**src/rtl/core/pec_pkg.sv**
```systemverilog
// Shared types and constants for the pulse edge capture FIFO.
// Depends on nothing; imported by pec_ctrl, the top level and the testbench.
package pec_pkg;

	localparam int RING_DEPTH = 512;
	localparam int IDX_W      = $clog2(RING_DEPTH);
	localparam int WIDTH_W    = 16;
	localparam int TIME_W     = 32;

	localparam logic [WIDTH_W-1:0] MIN_PULSE_RESET = 16'd30;
	localparam logic [WIDTH_W-1:0] GAP_SAT         = 16'hFFFF;
	localparam logic [IDX_W-1:0]   IDX_LAST        = IDX_W'(RING_DEPTH - 1);

	typedef enum logic [1:0] {
		CMD_EDGE  = 2'd0,
		CMD_POP   = 2'd1,
		CMD_START = 2'd2
	} cmd_e_t;

	typedef enum logic [2:0] {
		ST_STORED  = 3'd0,
		ST_FULL    = 3'd1,
		ST_SHORT   = 3'd2,
		ST_POPPED  = 3'd3,
		ST_EMPTY   = 3'd4,
		ST_STARTED = 3'd5
	} status_e_t;

	typedef struct packed {
		logic               level;
		logic [WIDTH_W-1:0] width;
	} entry_t;

	localparam int ENTRY_W = $bits(entry_t);

	typedef struct packed {
		logic             wr_en;
		logic [IDX_W-1:0] wr_addr;
		entry_t           wr_data;
		logic             rd_en;
		logic [IDX_W-1:0] rd_addr;
	} mem_req_t;

	typedef struct packed {
		logic      valid;
		logic      pend;
		status_e_t status;
	} ctrl_res_t;

	function automatic logic [IDX_W-1:0] ring_next(input logic [IDX_W-1:0] idx);
		ring_next = (idx == IDX_LAST) ? '0 : idx + IDX_W'(1);
	endfunction

endpackage

```
**src/rtl/core/pec_ctrl.sv**
```systemverilog
// Ring pointers, edge timing and drop decisions for the capture FIFO.
// Depends on pec_pkg; drives the ring RAM request and the per-beat result.
module pec_ctrl (
	input  logic                      clk,
	input  logic                      arst_n,
	input  logic                      accept,
	input  logic [1:0]                command,
	input  logic [pec_pkg::TIME_W-1:0]  now_us,
	input  logic                      pin_level,
	input  logic [pec_pkg::WIDTH_W-1:0] min_pulse_us,
	output pec_pkg::mem_req_t         mem_req,
	output pec_pkg::ctrl_res_t        res
);
	import pec_pkg::*;

	logic [IDX_W-1:0]  head_q, tail_q, head_d, tail_d;
	logic [TIME_W-1:0] last_q, last_d;
	logic              held_q, held_d;
	logic [TIME_W-1:0] gap;
	logic [WIDTH_W-1:0] gap_sat;
	logic [IDX_W-1:0]  head_nxt;

	assign gap      = now_us - last_q;
	assign gap_sat  = (|gap[TIME_W-1:WIDTH_W]) ? GAP_SAT : gap[WIDTH_W-1:0];
	assign head_nxt = ring_next(head_q);

	always_comb begin
		head_d  = head_q;
		tail_d  = tail_q;
		last_d  = last_q;
		held_d  = held_q;
		mem_req = '0;
		mem_req.wr_addr = head_q;
		mem_req.wr_data = '{level: held_q, width: gap_sat};
		mem_req.rd_addr = tail_q;
		res = '{valid: 1'b0, pend: 1'b0, status: ST_STORED};
		if (accept) begin
			case (cmd_e_t'(command))
				CMD_EDGE: begin
					res.valid = 1'b1;
					last_d    = now_us;
					if (head_nxt == tail_q) begin
						res.status = ST_FULL;
					end else if (gap_sat < min_pulse_us) begin
						res.status = ST_SHORT;
					end else begin
						res.status    = ST_STORED;
						mem_req.wr_en = 1'b1;
						held_d        = pin_level;
						head_d        = head_nxt;
					end
				end
				CMD_POP: begin
					res.valid = 1'b1;
					if (head_q == tail_q) begin
						res.status = ST_EMPTY;
					end else begin
						res.status    = ST_POPPED;
						res.pend      = 1'b1;
						mem_req.rd_en = 1'b1;
						tail_d        = ring_next(tail_q);
					end
				end
				CMD_START: begin
					res.valid  = 1'b1;
					res.status = ST_STARTED;
					last_d     = now_us;
					held_d     = pin_level;
					head_d     = '0;
					tail_d     = '0;
				end
				default: begin
					res.valid = 1'b0;
				end
			endcase
		end
	end

	always_ff @(posedge clk or negedge arst_n) begin
		if (!arst_n) begin
			head_q <= '0;
			tail_q <= '0;
			last_q <= '0;
			held_q <= 1'b0;
		end else begin
			head_q <= head_d;
			tail_q <= tail_d;
			last_q <= last_d;
			held_q <= held_d;
		end
	end

endmodule

```
**config.mk**
```make
export PLATFORM = sky130hd
export DESIGN_NAME = pec_ctrl
export DESIGN_NICKNAME = d
export VERILOG_FILES = /design/src/rtl/core/pec_pkg.sv /design/src/rtl/core/pec_ctrl.sv
export SDC_FILE = /design/constraint.sdc
export NUM_CORES = 1
export LEC_CHECK = 0
export BUFFER_PORTS_ARGS = -buffer_cell sky130_fd_sc_hd__buf_2
export CAP_MARGIN = 5
export CORE_MARGIN = 2
export CORE_UTILIZATION = 52
export CTS_CLUSTER_DIAMETER = 50
export CTS_CLUSTER_SIZE = 14
export DETAILED_ROUTE_END_ITERATION = 16
export HOLD_SLACK_MARGIN = 0.15
export PLACE_DENSITY = 0.78
export SLEW_MARGIN = 30
export SYNTH_ARGS = -nofsm -noshare
export SYNTH_HDL_FRONTEND = slang
export SYNTH_SLANG_ARGS = --single-unit
```
**constraint.sdc**
```tcl
create_clock -name clk -period 5.1 [get_ports clk]
set_input_delay 0 -clock clk [delete_from_list [all_inputs] [get_ports clk]]
set_output_delay 0 -clock clk [all_outputs]
set_load 0.03 [all_outputs]
```
After elaboration in Yosys (flattened, before gate mapping)

Cells that the tools add are included.

Memories kept: 0
Register bits: 51
Logic and storage cells: 50
Memory bits (read-only): 0
RAM bits: 0
Latch bits: 0

Shifts and indexed selects: 0
Add/sub/neg operators: 3
Eq/ne operators: 9
Bitwise operators: 0
Multiplexer cells: 24
$mul: 0
Reduce and logical (&&, ||, !) cells: 9
Div/mod/pow operators: 0
Order comparisons: 1

Operator list:

| operator              | count |
|---|---|
| $mux W9               | 5 |
| $pmux W9 S2           | 2 |
| $sub A32 B32 Y32      | 1 |
| $add A9 B1 Y9 const B | 2 |
| $eq A9 B9 Y1          | 2 |
| $eq A9 B9 Y1 const B  | 2 |
| $lt A16 B16 Y1        | 1 |
| $mux W16              | 1 |
| $reduce_or A16 Y1     | 1 |
| $mux W1               | 10 |
| $pmux W3 S3           | 1 |
| $mux W3               | 2 |
| $ne A2 B2 Y1 const B  | 3 |
| $mux W5               | 1 |
| $reduce_and A4 Y1     | 1 |
| $reduce_bool A2 Y1    | 2 |
| $reduce_and A3 Y1     | 1 |
| $reduce_or A3 Y1      | 1 |
| $eq A2 B1 Y1 const B  | 1 |
| $eq A2 B2 Y1 const B  | 1 |
| $logic_not A2 Y1      | 1 |
| $mux W2               | 1 |
| $pmux W1 S2           | 1 |
| $reduce_and A2 Y1     | 1 |
| $reduce_or A2 Y1      | 1 |

Logic depth before layout (Yosys ltp)

Gate-level depths: netlist of the first run.

Word-level depth: 8
Gate-level depth with buffers: 24
Depth with buffers taken out: 23

Worst setup path after synthesis of the first run

OpenSTA, ideal clock, no wires.

Path type: register to register
Start: reg last_q[0]
End: reg head_q[6]
Data arrival time: 5.175 ns
Setup slack: -0.202 ns
Stages on the path, launching flop included: 22
Path buffers: 1
Cells stage by stage: dfrtp_1 ha_1 fa_1 nand2b_1 a21oi_1 o21ai_0 o21ai_0 xor2_1 a2111o_1 nor4_4 nand4b_1 clkbuf_1 nand2b_1 ha_1 a21o_1 a21o_1 a21oi_1 nand4_1 a211oi_1 a41oi_4 nor2_4 mux2_1

RTL lines:

| element                | RTL line       | RTL |
|---|---|---|
| from (decl)            | pec_ctrl.sv:17 | `logic [TIME_W-1:0] last_q, last_d;` |
| from (signal assigned) | pec_ctrl.sv:88 | `last_q <= last_d;` |
| to (signal assigned)   | pec_ctrl.sv:81 | `head_q <= '0;` |
| to (signal assigned)   | pec_ctrl.sv:86 | `head_q <= head_d;` |
| to (decl)              | pec_ctrl.sv:16 | `logic [IDX_W-1:0] head_q, tail_q, head_d, tail_d;` |

Worst setup path after layout of the first run

Start: reg last_q[8]
End: reg head_q[6]

Cells in the longest elaborated chain, start to end: 6

RTL lines:

| element                                | RTL line       | RTL |
|---|---|---|
| $sub A32 B32 Y32 (*)                   | pec_ctrl.sv:23 | `assign gap = now_us - last_q;` |
| $reduce_or A16 Y1                      | pec_ctrl.sv:24 | `assign gap_sat = (\|gap[TIME_W-1:WIDTH_W]) ? GAP_SAT : gap[WIDTH_W-1:0];` |
| $mux W16 (*)                           | pec_ctrl.sv:24 |  |
| $lt A16 B16 Y1 (*)                     | pec_ctrl.sv:44 | `end else if (gap_sat < min_pulse_us) begin` |
| $ne A2 B2 Y1 (no source line) (*)      | n/a            |  |
| $reduce_and A4 Y1 (no source line) (*) | n/a            |  |

Mark *: on every way between the ends. The rest lies on a longest branch, timed or not.
A chain may end at the register's enable or synchronous reset.

==> results of run 1 <==
-- flip-flops by register name (all words and copies together) (netlist names) --
register and count:
tail_q 9, head_q 9, last_q 32, held_q 1
-- metrics by stage --
stage | util [%] | power (uW) | cells | setup TNS (ns)
2_1_floorplan | - | 1140 | 679 | 0
3_3_place_gp | 60.7 | 1370 | 902 | 0
3_5_place_dp | 60.7 | 1390 | 902 | -0.881
4_1_cts | 67.8 | 1710 | 957 | 0
5_1_grt | 71.2 | 1930 | 965 | -1.81
6_report | 71.2 | 1820 | 965 | 0
-- area by class of cell --
| type | instances | share of cell area, % |
|---|---|---|
| flip-flops and latches | 51 | 18.4 |
| well taps | 133 | 2.40 |
| clock buffers | 5 | 0.994 |
| inverters | 54 | 2.93 |
| multi-input cells | 547 | 58.1 |
| clock inverters | 3 | 0.325 |
| repair buffers | 172 | 16.8 |
-- kinds of logic after synthesis --
group / after synthesis / synth area share, %
XOR/XNOR: 35 / 5.91
AND/OR/NAND/NOR: 240 / 23.2
buffers and inverters: 81 / 6.20
multiplexers: 10 / 2.10
adder cells (fa/ha/maj): 51 / 12.4
flip-flops: 51 / 24.6
AO/OA/AOI/OAI: 211 / 25.5
-- metal layers --
layer / wire length [microns] / vias up
met1: 6770 / 2636
met2: 7640 / 224
met3: 864 / 44
li1: - / 2701
met5: 0 / -
met4: 410 / 0
-- repair_timing --
action	in CTS	in global routing
setup endpoints to repair	12	12
setup buffers	10	8
hold buffers	36	0
hold endpoints to repair	85	0
pin swaps	18	30
cloned	1	0
resized for setup	31	58
-- worst paths after layout --
kind                              end  slack (ns)        from
hold reg to reg             last_q[0]        0.53   last_q[0]
max in group asynchronous  last_q[22]        4.33      arst_n
min in group clk            head_q[0]        0.33  command[1]
hold / removal              last_q[3]        0.31      arst_n
setup / recovery            head_q[6]        0.02   last_q[8]
setup reg to reg            head_q[6]        0.02   last_q[8]
-- synthesized netlist by cell type (6+ instances only) --
| cell type | instances |
|---|---|
| nor4_1 | 7 |
| xnor2_1 | 18 |
| o21ai_0 | 72 |
| nand2b_1 | 26 |
| ha_1 | 50 |
| inv_1 | 54 |
| o21a_1 | 8 |
| nand3_1 | 10 |
| nand4_1 | 13 |
| o21ai_1 | 6 |
| xor2_1 | 17 |
| nor2b_1 | 8 |
| clkbuf_1 | 22 |
| dfrtp_1 | 51 |
| o211ai_1 | 9 |
| a21oi_1 | 55 |
| nor3_1 | 13 |
| and3_1 | 9 |
| a21o_1 | 19 |
| or3_1 | 6 |
| nand2_1 | 88 |
| nor2_1 | 35 |
-- power groups by stage --
stage / Clock, uW / Combinational (uW) / Sequential (uW)
floorplan: 0 / 585 / 552
global placement: 0 / 846 / 527
detailed placement: 0 / 858 / 530
CTS: 259 / 928 / 523
global route: 273 / 1120 / 533
finish: 258 / 1030 / 525
-- critical path, delay by kind of cell, from the launching register on --
kind | cells | cell delay, ns
compound gates | 12 | 2.22
simple gates | 5 | 0.83
buf+inv | 4 | 0.59
fa+ha+maj | 2 | 0.46
flops | 1 | 0.39
mux | 1 | 0.33
xor+xnor | 1 | 0.14
-- cell usage in the layout, fill, tap and decap left out, types with 5 or more instances in the layout --
cell type / n
buf_2: 93
nand2_1: 87
o21ai_0: 66
inv_1: 51
dfrtp_1: 51
a21oi_1: 41
buf_4: 39
dlygate4sd3_1: 36
ha_1: 35
nor2_1: 32
nand2b_1: 21
a21o_1: 19
xnor2_1: 17
xor2_1: 17
a21oi_2: 13
nand4_1: 13
nand3_1: 10
and3_1: 9
nor3_1: 9
o211ai_1: 9
ha_4: 9
o21ai_1: 8
o21a_1: 7
nor2b_1: 6
or3_1: 6
ha_2: 6
mux2_4: 5
or2_2: 5
nor3_2: 5
nor4_1: 5
clkbuf_8: 5
==> metrics.yaml, run 1 <==
status:
  status: "complete, no violations"
cts:
  clk_pin_slew_ns: 0.11
  cts-root-buf: "clkbuf_8"
  cts.sinks: 51
  insertion_delay_ns: 0.33
  cts_made_buffers: 5
  htreeDepth: 2
  clockBufferDepth: 2
  cts_tree: "yes"
die:
  rows: 36
  dieWidth_microns: 104
  start_util_pct: 53.3
  coreArea_sq_mm: 0.00973
  ios: 96
  fp.dieArea_sq_mm: 0.0108
  fp.dieH_microns: 104
logic_synthesis:
  seq_area_frac_synth_pct: 24.6
  ys_ff_latch: 51
  synth.net_count: 784
  synth_top_area_share_pct: 24.6
  syn_area_sq_mm: 0.00519
  yosysTopAreaCell: "dfrtp_1"
  synth-edff-count: 0
  synth_async_sr_flop_share_pct: 100
  ys.flop_type: "dfrtp_1"
  yosys_warnings: 0
  synth_area_leaders: "dfrtp_1 (25%), ha_1 (12%), o21ai_0 (6.9%), nand2_1 (6.4%), a21oi_1 (5.3%)"
  synth_cell_type_count: 66
  synth.avg_cell_area_sq_um: 7.64
  syn_inst: 679
sta:
  post-route-period-util_pct: 99.7
  relSlewSlack_pct: 47.2
  tightest_slew_ns: 0.783
  clock_skew_ns: 0.00854
  rsz0062_at_grt: "yes"
  max_clock_freq_mhz: 197
  layout_min_cycle_time_ns: 5.08
  drv_slew: 0
  setup_ws_ns: 0.0168
  hold_ws_ns: 0.307
  hold_viol: 0
  setup_viol: 0
global_routing:
  grt_pass1_wl_microns: 25300
  busiest_layer: "met2"
  use_met2_pct: 50.1
  grt-ovfl-total: 0
  track_usage_pct: 28.0
  use_met1_pct: 35.0
  antenna_found_initial: 0
  grt_max_degree: 65
  met3_usage_pct: 3.38
  grt_pass1_vias: 5501
power:
  internal-power_uw: 993
  p_switching_uw: 823
  vdd.ir_drop.worst_uv: 255
  seqPwrFrac_pct: 28.9
  p_leak_uw: 0.00315
  pwr-share-comb_pct: 56.9
  p_per_area_mw_per_mm2: 262
  clock_power_share_pct: 14.2
  swShare_pct: 45.3
placement:
  port_buffers: 95
  dp_slack_ns: -0.144
  dp_hpwl_microns: 11300
  placed_area_sq_mm: 0.00590
  place.gp.congestion: 0.926
finish:
  area_delta_synth_final_pct: 33.4
  regArea_sq_mm: 0.00128
  multi_input_area_sq_mm: 0.00402
  final_area_sq_mm: 0.00692
  drive_gt1_share_pct: 27.9
  layout.nets: 936
  n_antenna_cell: 0
  nFillCells: 772
worst_setup_path:
  cpPeakStageDelay_ns: 0.44
  start_kind: "register"
  ff2ff_path_depth: 25
  arrival_ns: 5.30
  critPathSlowestCell: "a2111oi_4"
  crit_top_cell: "a21o_1"
  required_ns: 5.32
  worstSetupEndpointType: "register"
  worstSetupPathType: "register to register"
  worst-path-max-fanout: 6
route:
  dr.pass1.iters: 5
  drt_iter0_markers: 388
  finalWirelength_microns: 15700
  vias: 5605
  wire_per_inst_microns: 16.3
  routed_via_density: 5.81
  route.detailed.drc: 0
  drtAntennaViolNets: 0
flow_run:
  cap_viol_max_count: 0
worst_hold_path:
  hold_path.class: "input port to asynchronous set/reset pin"
No activity file was read; power rests on OpenSTA's default activity.
==> inputs of run 2 (changes only) <==
--- a/config.mk
+++ b/config.mk
@@ -7,6 +7,7 @@
 export LEC_CHECK = 0
 export BUFFER_PORTS_ARGS = -buffer_cell sky130_fd_sc_hd__buf_2
 export CAP_MARGIN = 5
+export CORE_ASPECT_RATIO = 2
 export CORE_MARGIN = 2
 export CORE_UTILIZATION = 52
 export CTS_CLUSTER_DIAMETER = 50
@@ -14,6 +15,7 @@
 export DETAILED_ROUTE_END_ITERATION = 16
 export HOLD_SLACK_MARGIN = 0.15
 export PLACE_DENSITY = 0.78
+export REMOVE_ABC_BUFFERS = 1
 export SLEW_MARGIN = 30
 export SYNTH_ARGS = -nofsm -noshare
 export SYNTH_HDL_FRONTEND = slang
==> run 2 against run 1 <==
Clock-buffer cell count is the same. Cell count grew 0.41%. Maximum frequency grew 0.39%. Clock skew shrank 0.0018 ns. Critical endpoint is now mem_req[36]. Sequential power is essentially flat. Largest cell class unchanged. Clock power grew 40%. Non-clock buffer count grew 5. Worst hold slack lost 0.014 ns. Worst setup slack gained 0.020 ns.
==> metrics.yaml, run 2 (synthesis gave the netlist of run 1 again) <==
worst_setup_path:
  critPathTopFamily: "compound AO/OA/AOI/OAI gates"
  start_kind: "register"
  cp-startpoint: "last_q[7]"
  critPathSlowestCell: "a2111o_1"
  path_buf_inv: 5
  r2r-start: "last_q[7]"
  ff2ff_setup_slack_ns: 0.04
  crit_end: "mem_req[36]"
  path_cells: "inv_1, ha_4, nand2_1, o21ai_2, buf_6, a21o_1, nor2b_4, o311a_1, a2111o_1, nor4_4, nand4b_1, buf_4, buf_2, nand2b_1, ha_1, nand4_1, o21ai_1, nand2_1, or2_1, a41oi_4, nor2_1, nor2_1, buf_4"
  required_ns: 5.10
  cpPeakStageDelay_ns: 0.44
  reg2reg_to: "head_q[1]"
  worst-path-max-fanout: 7
  worstSetupPathType: "register to primary output"
  worstSetupEndpointType: "primary output"
  arrival_ns: 5.06
  ff2ff_path_depth: 24
  crit_cells: 23
finish:
  n_antenna_cell: 0
  regMostFlops: "last_q"
  final_common_cell: "buf_2"
  layout_common_cells: "buf_2 (95), nand2_1 (87), o21ai_0 (63)"
  stdcell_count: 969
  largest_reg_flops: 32
  layout.nets: 941
  drive_gt1_share_pct: 29.6
  area_delta_synth_final_pct: 36.7
  reg.largest.list: "last_q x32, head_q x9, tail_q x9"
cts:
  cts.sinks: 51
  clk_pin_slew_ns: 0.08
  cts-root-buf: "clkbuf_16"
  insertion_delay_ns: 0.30
  cts_made_buffers: 5
  htreeDepth: 2
  cts_tree: "yes"
  clockBufferDepth: 2
worst_hold_path:
  hold_path.class: "input port to register"
route:
  route.detailed.drc: 0
  dr.pass1.iters: 5
  vias: 5834
  drt_iter0_markers: 329
  drtAntennaViolNets: 0
  finalWirelength_microns: 17700
  routed_via_density: 6.02
  wire_per_inst_microns: 18.3
die:
  fp.dieArea_sq_mm: 0.0108
  coreArea_sq_mm: 0.00970
  rows: 51
  dieWidth_microns: 74.6
  ios: 96
  fp.dieH_microns: 145
  start_util_pct: 53.5
sta:
  rsz0062_at_grt: "yes"
  layout_min_cycle_time_ns: 5.06
  setup_ws_ns: 0.0368
  max_clock_freq_mhz: 198
  tightest_slew_ns: 0.715
  post-route-period-util_pct: 99.3
  drv_slew: 0
  setup_viol: 0
  hold_viol: 0
  clock_skew_ns: 0.00676
  relSlewSlack_pct: 52.2
power:
  vdd.ir_drop.worst_uv: 225
  p_leak_uw: 0.00320
  p_per_area_mw_per_mm2: 277
global_routing:
  antenna_found_initial: 0
  grt_pass1_wl_microns: 26800
  track_usage_pct: 31.5
  grt_pass1_vias: 5879
  grt_max_degree: 65
  grt-ovfl-total: 0
status:
  status: "complete, no violations"
placement:
  port_buffers: 95
  dp_hpwl_microns: 12200
  place.gp.congestion: 0.946
  dp_slack_ns: -0.180
  placed_cells: 907
flow_run:
  cap_viol_max_count: 0
run 2: area by class of cell:
| cell class | count | area [sq um] |
|---|---|---|
| clock buffer | 5 | 125 |
| clock inverter | 3 | 23.8 |
| fill | 719 | 2610 |
| inverter | 54 | 203 |
| multi-input combinational | 547 | 4110 |
| sequential | 51 | 1280 |
| tap | 132 | 165 |
| timing repair buffer | 177 | 1190 |
run 2: per-stage QoR:
step	setup TNS (ns)	utilization, %	power [uW]	area (sq um)	hold WS, ns
3_5_place_dp	-1.19	61.1	1400	5930	0.164
6_report	0	73.1	1970	7090	0.293
5_1_grt	-2.42	73.1	2080	7090	0.330
4_1_cts	0	70.0	1860	6790	0.382
2_1_floorplan	-1.54	-	1120	5070	-0.296
3_3_place_gp	0	61.1	1380	5930	0.150
run 2: worst min-delay path by stage:
stage                    start         end  slack [ns]  cells after the start
floorplan               arst_n   head_q[0]       -0.30                      0
global placement        arst_n  last_q[19]        0.15                      2
detailed placement      arst_n  last_q[19]        0.16                      2
CTS                     arst_n  last_q[19]        0.38                      3
global route        command[1]   head_q[0]        0.33                      4
finish              command[1]   head_q[0]        0.29                      4
run 2: tightest hold or removal path, stage by stage:
cell,delay (ns)
buf_2,0.20
a21o_4,0.19
or3b_1,0.11
o21ai_1,0.05
run 2: routing by layer:
layer,share of wire (%),global-route usage (%),wire length [microns],vias up
li1,-,-,-,2716
met3,4.6,4.10,822,108
met5,0,0,0,-
met2,55,60.0,9640,256
met1,34,29.5,5950,2754
met4,7.2,18.7,1280,0
run 2: repair_timing:
action | 4_1_cts | 5_1_grt
gates resized for setup | 55 | 50
gates cloned | 1 | 0
hold endpoints to repair | 85 | 0
pin swaps | 22 | 34
hold buffers | 36 | 0
setup endpoints to repair | 12 | 12
buffers inserted | 9 | 8
run 2: where the power goes:
group | switching [uW] | total (uW) | internal [uW]
clock | 176 | 361 | 185
combinational | 627 | 1080 | 453
sequential | 66.8 | 527 | 460
total | 870 | 1970 | 1100
